<file path="config.mk">
export PLATFORM = sky130hd
export DESIGN_NAME = packet_protocol_byte_router
export DESIGN_NICKNAME = d
export VERILOG_FILES = /design/src/rtl/prb_pkg.sv /design/src/rtl/prb_front.sv /design/src/rtl/prb_queue.sv /design/src/rtl/prb_back.sv /design/src/rtl/packet_protocol_byte_router.sv
export SDC_FILE = /design/constraint.sdc
export NUM_CORES = 1
export LEC_CHECK = 0
export BUFFER_PORTS_ARGS = -buffer_cell sky130_fd_sc_hd__buf_4
export CAP_MARGIN = 20
export CORE_UTILIZATION = 49
export CTS_CLUSTER_SIZE = 40
export DETAILED_ROUTE_END_ITERATION = 12
export PLACE_DENSITY = 0.67
export RECOVER_POWER = 25
export REMOVE_ABC_BUFFERS = 1
export SLEW_MARGIN = 20
export SYNTH_ARGS = -nofsm -noshare
export SYNTH_HDL_FRONTEND = slang
export SYNTH_SLANG_ARGS = --single-unit
</file>
<file path="constraint.sdc">
create_clock -name clk_i -period 8.2 [get_ports clk_i]
set_clock_uncertainty 0.1 [all_clocks]
set_input_delay 2.05 -clock clk_i [delete_from_list [all_inputs] [get_ports clk_i]]
set_output_delay 2.05 -clock clk_i [all_outputs]
set_load 0.005 [all_outputs]
</file>
<file path="src/rtl/prb_pkg.sv">
// ---------------------------------------------------------------------------
// prb_pkg
// types and constants of the protocol byte router
// ---------------------------------------------------------------------------
package prb_pkg;

  localparam int unsigned KeyWord  = 2;   // beat number holding the key byte
  localparam int unsigned KeyByte  = 7;   // byte lane of the key within that beat
  localparam int unsigned HeadIdxW = (KeyWord > 1) ? $clog2(KeyWord) : 1;
  localparam int unsigned HeldW    = $clog2(KeyWord + 2);
  localparam logic [HeldW-1:0] PassMark = HeldW'(KeyWord + 1);
  localparam logic [7:0] FullStrobe = 8'hff;

  localparam int unsigned QDepth = 4;
  localparam int unsigned QPtrW  = $clog2(QDepth);
  localparam int unsigned QCntW  = $clog2(QDepth + 1);

  localparam int unsigned PaddrW = 3;
  localparam logic RegProtocol = 1'b0;    // register index of protocol_value

  typedef struct packed {
    logic [63:0] beat_data;
    logic [7:0]  beat_strobe;
    logic        beat_last;
  } in_beat_t;

  typedef struct packed {
    logic        out_port;
    logic [63:0] out_data;
    logic [7:0]  out_strobe;
    logic        out_last;
    logic [31:0] packet_count;
  } out_beat_t;

  // one classified beat plus the head beats released in front of it
  typedef struct packed {
    logic [KeyWord-1:0][63:0] head;
    logic [HeldW-1:0]         held;
    logic                     port;
    logic [31:0]              count;
    logic [63:0]              data;
    logic [7:0]               strobe;
    logic                     last;
  } cmd_t;

endpackage

</file>
<file path="src/rtl/prb_front.sv">
// ---------------------------------------------------------------------------
// prb_front
// holds head beats, classifies on the key beat and issues release commands
// ---------------------------------------------------------------------------
module prb_front import prb_pkg::*; (
  input  logic     clk_i,
  input  logic     rst_ni,
  input  logic     accept_i,
  input  in_beat_t beat_i,
  input  logic [7:0] protocol_i,
  output logic     cmd_push_o,
  output cmd_t     cmd_o
);

  logic [HeldW-1:0]         beat_index_q, beat_index_d;
  logic                     route_q, route_d;
  logic [31:0]              count_q, count_d;
  logic [KeyWord-1:0][63:0] head_q;
  logic                     head_we;
  logic                     key_match;

  assign key_match = (beat_i.beat_data[8*KeyByte +: 8] == protocol_i);

  always_comb begin
    beat_index_d = beat_index_q;
    route_d      = route_q;
    count_d      = count_q;
    head_we      = 1'b0;
    cmd_push_o   = 1'b0;
    cmd_o.head   = head_q;
    cmd_o.held   = '0;
    cmd_o.data   = beat_i.beat_data;
    cmd_o.strobe = beat_i.beat_strobe;
    cmd_o.last   = beat_i.beat_last;
    if (accept_i) begin
      priority if (beat_index_q == PassMark) begin
        cmd_push_o = 1'b1;
        if (beat_i.beat_last) begin
          beat_index_d = '0;
        end
      end else if (beat_index_q < HeldW'(KeyWord)) begin
        if (!beat_i.beat_last) begin
          head_we      = 1'b1;
          beat_index_d = beat_index_q + 1'b1;
        end else begin
          // short packet
          route_d      = 1'b1;
          count_d      = count_q + 32'd1;
          cmd_o.held   = beat_index_q;
          cmd_push_o   = 1'b1;
          beat_index_d = '0;
        end
      end else begin
        route_d      = !key_match;
        count_d      = count_q + 32'd1;
        cmd_o.held   = HeldW'(KeyWord);
        cmd_push_o   = 1'b1;
        beat_index_d = beat_i.beat_last ? '0 : PassMark;
      end
    end
    cmd_o.port  = route_d;
    cmd_o.count = count_d;
  end

  always_ff @(posedge clk_i or negedge rst_ni) begin
    if (!rst_ni) begin
      beat_index_q <= '0;
      route_q      <= 1'b0;
      count_q      <= '0;
    end else begin
      beat_index_q <= beat_index_d;
      route_q      <= route_d;
      count_q      <= count_d;
    end
  end

  always_ff @(posedge clk_i) begin
    if (head_we) begin
      head_q[beat_index_q[HeadIdxW-1:0]] <= beat_i.beat_data;
    end
  end

endmodule

</file>
<file path="src/rtl/prb_queue.sv">
// ---------------------------------------------------------------------------
// prb_queue
// short command queue between classifier and release stage
// ---------------------------------------------------------------------------
module prb_queue import prb_pkg::*; (
  input  logic clk_i,
  input  logic rst_ni,
  input  logic push_i,
  input  cmd_t cmd_i,
  input  logic pop_i,
  output cmd_t cmd_o,
  output logic full_o,
  output logic valid_o
);

  cmd_t             mem_q [QDepth];
  logic [QPtrW-1:0] wr_ptr_q, wr_ptr_d;
  logic [QPtrW-1:0] rd_ptr_q, rd_ptr_d;
  logic [QCntW-1:0] cnt_q, cnt_d;
  logic             do_push, do_pop;

  assign full_o  = (cnt_q == QCntW'(QDepth));
  assign valid_o = (cnt_q != '0);
  assign do_push = push_i && !full_o;
  assign do_pop  = pop_i && valid_o;
  assign cmd_o   = mem_q[rd_ptr_q];

  always_comb begin
    wr_ptr_d = do_push ? wr_ptr_q + 1'b1 : wr_ptr_q;
    rd_ptr_d = do_pop  ? rd_ptr_q + 1'b1 : rd_ptr_q;
    cnt_d    = cnt_q;
    if (do_push && !do_pop) begin
      cnt_d = cnt_q + 1'b1;
    end else if (do_pop && !do_push) begin
      cnt_d = cnt_q - 1'b1;
    end
  end

  always_ff @(posedge clk_i or negedge rst_ni) begin
    if (!rst_ni) begin
      wr_ptr_q <= '0;
      rd_ptr_q <= '0;
      cnt_q    <= '0;
    end else begin
      wr_ptr_q <= wr_ptr_d;
      rd_ptr_q <= rd_ptr_d;
      cnt_q    <= cnt_d;
    end
  end

  always_ff @(posedge clk_i) begin
    if (do_push) begin
      mem_q[wr_ptr_q] <= cmd_i;
    end
  end

endmodule

</file>
<file path="src/rtl/prb_back.sv">
// ---------------------------------------------------------------------------
// prb_back
// expands each command into output beats through the output register
// ---------------------------------------------------------------------------
module prb_back import prb_pkg::*; (
  input  logic      clk_i,
  input  logic      rst_ni,
  input  logic      cmd_valid_i,
  input  cmd_t      cmd_i,
  output logic      cmd_pop_o,
  input  logic      out_pop_i,
  output logic      out_valid_o,
  output out_beat_t out_beat_o
);

  logic [HeldW-1:0] sel_q, sel_d;
  logic             out_valid_q, out_valid_d;
  out_beat_t        out_q, out_d;
  logic             load;
  logic             head_phase;

  assign load       = cmd_valid_i && (!out_valid_q || out_pop_i);
  assign head_phase = (sel_q < cmd_i.held);

  always_comb begin
    out_d.out_port     = cmd_i.port;
    out_d.packet_count = cmd_i.count;
    if (head_phase) begin
      out_d.out_data   = cmd_i.head[sel_q[HeadIdxW-1:0]];
      out_d.out_strobe = FullStrobe;
      out_d.out_last   = 1'b0;
    end else begin
      out_d.out_data   = cmd_i.data;
      out_d.out_strobe = cmd_i.last ? cmd_i.strobe : FullStrobe;
      out_d.out_last   = cmd_i.last;
    end
    cmd_pop_o = load && !head_phase;
    sel_d     = sel_q;
    if (load) begin
      sel_d = head_phase ? sel_q + 1'b1 : '0;
    end
    out_valid_d = load ? 1'b1 : (out_pop_i ? 1'b0 : out_valid_q);
  end

  always_ff @(posedge clk_i or negedge rst_ni) begin
    if (!rst_ni) begin
      sel_q       <= '0;
      out_valid_q <= 1'b0;
    end else begin
      sel_q       <= sel_d;
      out_valid_q <= out_valid_d;
    end
  end

  always_ff @(posedge clk_i) begin
    if (load) begin
      out_q <= out_d;
    end
  end

  assign out_valid_o = out_valid_q;
  assign out_beat_o  = out_q;

endmodule

</file>
<file path="src/rtl/packet_protocol_byte_router.sv">
// ---------------------------------------------------------------------------
// packet_protocol_byte_router
// two-way stream classifier on the top byte of the key beat, cut-through
// ---------------------------------------------------------------------------
//  channel   direction  handshake            beat
//  input     in         push / full          in_beat_i  (data, strobe, last)
//  result    out        pop / empty          out_beat_o (port, data, strobe,
//                                                        last, packet count)
//  config    in/out     psel/penable/pready  protocol_value at address 0
//
//  one beat per cycle sustained while pop keeps up; a beat with output passes
//  the command queue, then the output register, before it shows on the result
//  ports; a key beat makes the release stage send the two held head beats in
//  front of it; the four-entry command queue absorbs this, held beats give
//  no output; full follows the queue, empty follows the output register
//  reset clears control state only; beats are taken from the first edge after it
// ---------------------------------------------------------------------------
module packet_protocol_byte_router import prb_pkg::*; (
  input  logic              clk_i,
  input  logic              rst_ni,
  // input queue side
  input  logic              push,
  output logic              full,
  input  in_beat_t          in_beat_i,
  // result queue side
  input  logic              pop,
  output logic              empty,
  output out_beat_t         out_beat_o,
  // configuration port
  input  logic              psel,
  input  logic              penable,
  input  logic              pwrite,
  input  logic [PaddrW-1:0] paddr,
  input  logic [31:0]       pwdata,
  output logic [31:0]       prdata,
  output logic              pready
);

  logic [7:0] protocol_q;
  logic       in_accept;
  logic       cmd_push;
  cmd_t       cmd_in;
  cmd_t       cmd_out;
  logic       cmd_valid;
  logic       cmd_pop;
  logic       q_full;
  logic       out_valid;
  logic       reg_sel;

  // register file: one byte register, index taken from the word address
  assign pready  = 1'b1;
  assign reg_sel = (paddr[2] == RegProtocol);
  assign prdata  = reg_sel ? {24'd0, protocol_q} : 32'd0;

  always_ff @(posedge clk_i or negedge rst_ni) begin
    if (!rst_ni) begin
      protocol_q <= '0;
    end else if (psel && penable && pwrite && pready && reg_sel) begin
      protocol_q <= pwdata[7:0];
    end
  end

  // a beat is taken whenever the command queue has room
  assign full      = q_full;
  assign in_accept = push && !q_full;

  // front: head store, key compare, packet counter
  prb_front u_front (
    .clk_i      (clk_i),
    .rst_ni     (rst_ni),
    .accept_i   (in_accept),
    .beat_i     (in_beat_i),
    .protocol_i (protocol_q),
    .cmd_push_o (cmd_push),
    .cmd_o      (cmd_in)
  );

  // decoupling queue
  prb_queue u_queue (
    .clk_i   (clk_i),
    .rst_ni  (rst_ni),
    .push_i  (cmd_push),
    .cmd_i   (cmd_in),
    .pop_i   (cmd_pop),
    .cmd_o   (cmd_out),
    .full_o  (q_full),
    .valid_o (cmd_valid)
  );

  // back: release sequencer and output register
  prb_back u_back (
    .clk_i       (clk_i),
    .rst_ni      (rst_ni),
    .cmd_valid_i (cmd_valid),
    .cmd_i       (cmd_out),
    .cmd_pop_o   (cmd_pop),
    .out_pop_i   (pop),
    .out_valid_o (out_valid),
    .out_beat_o  (out_beat_o)
  );

  assign empty = !out_valid;

endmodule

</file>
**Word-level counts from Yosys, hierarchy flattened**

Memory sizes are Yosys's and may differ from the RTL's.
Index checks and enable logic that the tools add are counted.

- Flip-flop bits (word level): 287
- Bits in writable memories: 944
- Memories kept: 1
- Input port bits: 115

- Add/subtract/negate cells: 7
- Magnitude comparators: 5
- Muxes and demuxes: 40
- Equal/unequal tests: 4
- Reductions and logical operators: 23
- Bitwise gates (word level): 2

Memory list:

| memory | depth | bits a word | rd ports | clocked after Yosys merged registers in | write ports | RTL line | RTL |
|---|---|---|---|---|---|---|---|
| u_queue.mem_q | 4 | 236 | 1 | 0 | 1 | prb_queue.sv:16 | `cmd_t mem_q [QDepth];` |

Operators by type and width:

| cell | number |
|---|---|
| $mux W64 | 3 |
| $bwmux W128 | 1 |
| $mux W32 | 4 |
| $mux W73 | 1 |
| $demux W64 S1 | 1 |
| $add A32 B1 Y32 const B | 1 |
| $mux W2 | 10 |
| $mux W1 | 16 |
| $mux W8 | 2 |
| $logic_and A1 B1 Y1 | 11 |
| $add A2 B1 Y2 const B | 4 |
| $eq A8 B8 Y1 | 1 |
| $logic_not A1 Y1 | 6 |
| $mux W3 | 2 |
| $lt A1 B2 Y1 const B | 2 |
| $reduce_bool A2 Y1 | 2 |
| $add A3 B1 Y3 const B | 1 |
| $eq A3 B3 Y1 const B | 1 |
| $reduce_bool A3 Y1 | 1 |
| $sub A3 B1 Y3 const B | 1 |
| $eq A2 B2 Y1 const B | 1 |
| $lt A2 B2 Y1 | 1 |
| $lt A2 B2 Y1 const B | 1 |
| $ne A2 B2 Y1 const B | 1 |
| other kinds (5) | 6 |

**Longest topological paths before layout**

- Word-level depth: 9
- Gate-level depth with buffers: 17
- Depth with buffers taken out: 13

**Hierarchy**

From an unflattened synthesis, not the netlist that was laid out.

- Cells, all modules: 1972
- Area total of the unflattened synthesis: 46747.3 um2

By module, submodules not included:

| module | sequential area each (um2) | cells each | times used | area each (um2) |
|---|---|---|---|---|
| prb_queue | 28522.4 | 1268 | 1 | 34693.3 |
| prb_front | 4719.5 | 369 | 1 | 6185.9 |
| prb_back | 3258.1 | 281 | 1 | 5278.8 |
| packet_protocol_byte_router | 200.2 | 54 | 1 | 589.3 |

**Least setup slack after synthesis**

No wires, ideal clock.

- Path kind: in2reg
- Start point: input pop
- End point: register u_queue.cnt_q[1]
- Data arrival time: 9.142 ns
- Data required time: 7.975 ns
- Cell stages on the path: 7
- Setup slack: -1.166 ns
- Cell sequence: inv_1 -> a21oi_1 -> nand2b_1 -> ha_1 -> inv_1 -> fa_1 -> mux2_2

- Longest elaborated chain between the ends: 7

RTL lines:

| what | RTL line | RTL |
|---|---|---|
| from (decl) | packet_protocol_byte_router.sv:26 | `input logic pop,` |
| $logic_or A1 B1 Y1 | prb_back.sv:22 | `assign load = cmd_valid_i && (!out_valid_q \|\| out_pop_i);` |
| $logic_and A1 B1 Y1 | prb_back.sv:22 |  |
| net u_back.load | prb_back.sv:19 | `logic load;` |
| $logic_and A1 B1 Y1 | prb_back.sv:37 | `cmd_pop_o = load && !head_phase;` |
| $logic_and A1 B1 Y1 | prb_queue.sv:25 | `assign do_pop = pop_i && valid_o;` |
| $logic_not A1 Y1 | prb_queue.sv:32 | `if (do_push && !do_pop) begin` |
| $logic_and A1 B1 Y1 | prb_queue.sv:32 |  |
| $mux W3 | prb_queue.sv:32 |  |
| net u_queue.cnt_d[1] | prb_queue.sv:19 | `logic [QCntW-1:0] cnt_q, cnt_d;` |
| to (signal assigned) | prb_queue.sv:47 | `cnt_q <= cnt_d;` |
| to (decl) | prb_queue.sv:19 |  |

The timed path passes the listed nets, and every way through them passes these cells.
A chain may end at the register's enable or synchronous reset.

**Worst setup path after layout**

- Start point: input paddr[2]
- End point: output prdata[3]

- Longest elaborated chain between the ends: 1

RTL lines:

| what | RTL line | RTL |
|---|---|---|
| from (decl) | packet_protocol_byte_router.sv:33 | `input logic [PaddrW-1:0] paddr,` |
| $mux W8 | packet_protocol_byte_router.sv:53 | `assign prdata = reg_sel ? {24'd0, protocol_q} : 32'd0;` |
| to (decl) | packet_protocol_byte_router.sv:35 | `output logic [31:0] prdata,` |

Every way passes these cells.

==> flow_metrics.py <==
metrics = {
    "floorplan": {
        "die-width_um": 306,
        "core_region_area_um2": 91500,
        "dieArea_um2": 93500,
        "initial_utilization_pct": 49.4,
        "fp.dieH_um": 306,
        "fp-row-count": 111,
        "io_pins": 256,
    },
    "worst_setup_path": {
        "cp_max_fo": 9,
        "path_class": "in2out",
        "cp-start-kind": "input pin",
        "endpoint_kind": "output pin",
        "arrival_ns": 2.47,
        "critPathRequiredTime_ns": 6.05,
    },
    "power": {
        "ir_drop_mv": 0.451,
        "p_per_area_nw_per_um2": 369,
        "leakage_nw": 17.2,
        "power_mw": 19.2,
    },
    "final_layout": {
        "stdcell_count": 3530,
        "drive_above_1_share_pct": 27.5,
        "design_area_um2": 52000,
        "fin_util_pct": 56.8,
        "syn_to_final_growth_pct": 14.9,
        "nets": 2361,
        "nFillCells": 6606,
    },
    "yosys": {
        "synth_most_common_cell": "edfxtp_1",
        "synth-async-reset-ratio_pct": 4.31,
        "yosys.cell_types.count": 43,
        "synth_ff_type": "edfxtp_1",
        "ys_ff_latch": 1231,
        "netlist_area_um2": 45200,
        "yosys-top-cells-count": "edfxtp_1, mux4_2, nor2_1",
        "yosysWarnings": 0,
        "syn_area_per_cell_um2": 23.0,
        "synth.area.top_cells": "edfxtp_1, mux4_2, dfrtp_1, mux2i_1, a21oi_1",
        "synth_cells": 1969,
        "netlist.area_leader.share_pct": 78.2,
        "yosysSeqAreaShare_pct": 81.1,
        "yosys.area.top_type": "edfxtp_1",
        "synth-edff-count": 1178,
    },
    "run": {
        "max_cap_violations": 0,
    },
    "cts": {
        "root_buffer": "clkbuf_16",
        "numCtsBuffers": 119,
        "clock_latency_ns": 0.68,
        "cts_resized": 0,
        "postCtsSetupBuffers": 0,
        "cts_sinks": 1231,
        "htreeDepth": 3,
        "clkTransAtPathRegs_ns": 0.06,
        "cts_hold_buf": 0,
        "cts_buffer_depth": 3,
        "cts_tree": "done",
    },
    "place": {
        "dp_hpwl_um": 42400,
        "place_inst": 3301,
        "pre_cts_ws_ns": 3.08,
        "routabilityCongestion": 0.705,
        "io_buffer_count": 204,
        "postPlaceCellArea_um2": 48100,
    },
    "timing": {
        "max_slew.worst_pin.slew_ns": 1.21,
        "layout_worst_path_cycle_share_pct": 56.3,
        "finalSetupTns_ns": 0,
        "drv_slew": 0,
        "relSlewSlack_pct": 19.5,
        "min_period_ns": 4.62,
        "rsz0062_at_grt": "no",
        "whs_ns": 0.390,
        "final-hold-violation-count": 0,
        "max_freq_mhz": 216,
        "setup_violations": 0,
        "layout_setup_ws_ns": 3.58,
    },
    "grt": {
        "grt_max_degree": 155,
        "grt_pass1_wl_um": 127000,
        "antenna_found_initial": 8,
        "grt_pass1_vias": 21200,
        "grt.total_usage_pct": 18.0,
        "grt-ovfl-total": 0,
    },
    "drt": {
        "vias": 19500,
        "detailedRoute.firstIterationViolations": 1285,
        "drc": 0,
        "first_pass_iters": 6,
        "detail-route-antenna-nets": 0,
        "wl_um": 82900,
        "via_per_inst": 5.53,
        "post_drt_wl_per_cell_um": 23.5,
    },
    "hold_path": {
        "hold_class": "reg2reg",
    },
    "status": {
        "status": "completed",
    },
}
[cell usage in the layout, fill, tap and decap left out, types with 4 or more instances in the layout]
master / synthesis / layout
edfxtp_1: 1178 / 1178
mux4_2: 235 / 235
buf_4: 34 / 187
clkbuf_16: 0 / 121
nor2_1: 85 / 85
mux2i_1: 69 / 69
a21oi_1: 65 / 64
clkbuf_1: 9 / 51
dfrtp_1: 53 / 50
clkinv_2: 0 / 26
conb_1: 2 / 25
xor2_1: 23 / 23
xnor2_1: 22 / 22
clkinv_1: 0 / 22
inv_1: 17 / 17
bufinv_16: 0 / 14
nand2_1: 13 / 13
nand2b_1: 12 / 12
nand3_1: 12 / 12
mux2_2: 10 / 10
buf_12: 0 / 10
nor3_1: 10 / 9
nor2b_1: 10 / 9
ha_1: 9 / 9
clkinvlp_4: 0 / 8
and3_1: 7 / 7
clkbuf_8: 0 / 7
nand4_1: 5 / 5
and2_4: 0 / 4
[layer usage]
metal,up-vias,GRT usage [%],routed length (um)
met5,-,0,70
met2,470,30.5,42000
met4,10,5.70,1780
met1,10300,23.8,34700
li1,8580,-,-
met3,125,3.37,4380
[state kept, by name (all words and copies together), names as in the netlist]
register,count
protocol_q,8
u_back.out_beat_o,106
u_back.out_valid_o,1
u_back.sel_q,2
u_front.beat_index_q,2
u_front.cmd_o,128
u_front.count_q,32
u_front.route_q,1
u_queue.cnt_q,3
u_queue.mem_q,944
u_queue.rd_ptr_q,2
u_queue.wr_ptr_q,2
[worst max-delay path: stages]
cell	delay (ns)
buf_4	0.15
nor2b_1	0.14
buf_4	0.13
[logic make-up after synthesis]
| group | count (synthesis) | share of synthesized area, % |
|---|---|---|
| DFF | 1231 | 81.1 |
| muxes | 314 | 13.5 |
| and+or+nand+nor | 174 | 1.91 |
| buffers and inverters | 121 | 1.45 |
| AOI/OAI and AO/OA | 72 | 0.849 |
| xor gates and xnor gates | 45 | 0.871 |
| adders and majority gates | 10 | 0.293 |
| other | 2 | 0.0166 |
[path summary, 6_finish.rpt]
kind / end / start / cells past startpoint / slack, ns
hold / removal: u_queue.mem_q[3][233] / u_front.cmd_o[233] / 0 / 0.39
setup reg to reg: u_back.out_beat_o[74] / u_queue.rd_ptr_q[1] / 5 / 4.27
hold reg to reg: u_queue.mem_q[3][233] / u_front.cmd_o[233] / 0 / 0.39
max in group asynchronous: u_queue.rd_ptr_q[1] / rst_ni / 1 / 6.03
min in group asynchronous: u_front.count_q[26] / rst_ni / 1 / 1.33
setup / recovery: prdata[3] / paddr[2] / 3 / 3.58
[power breakdown]
part	switching [mW]	internal, mW
clock network	2.25	3.21
registers	0.533	8.52
logic	2.56	2.12
[layout make-up]
class / count / area (um2) / area share (%)
Sequential cell: 1231 / 36700 / 70.7
Multi-Input combinational cell: 640 / 8010 / 15.4
Clock buffer: 149 / 3200 / 6.16
Timing Repair Buffer: 227 / 1720 / 3.30
Tap cell: 1186 / 1480 / 2.86
Clock inverter: 77 / 766 / 1.47
Inverter: 17 / 63.8 / 0.123
Antenna cell: 3 / 7.51 / 0.0144
Power figures use the tool's default switching activity.
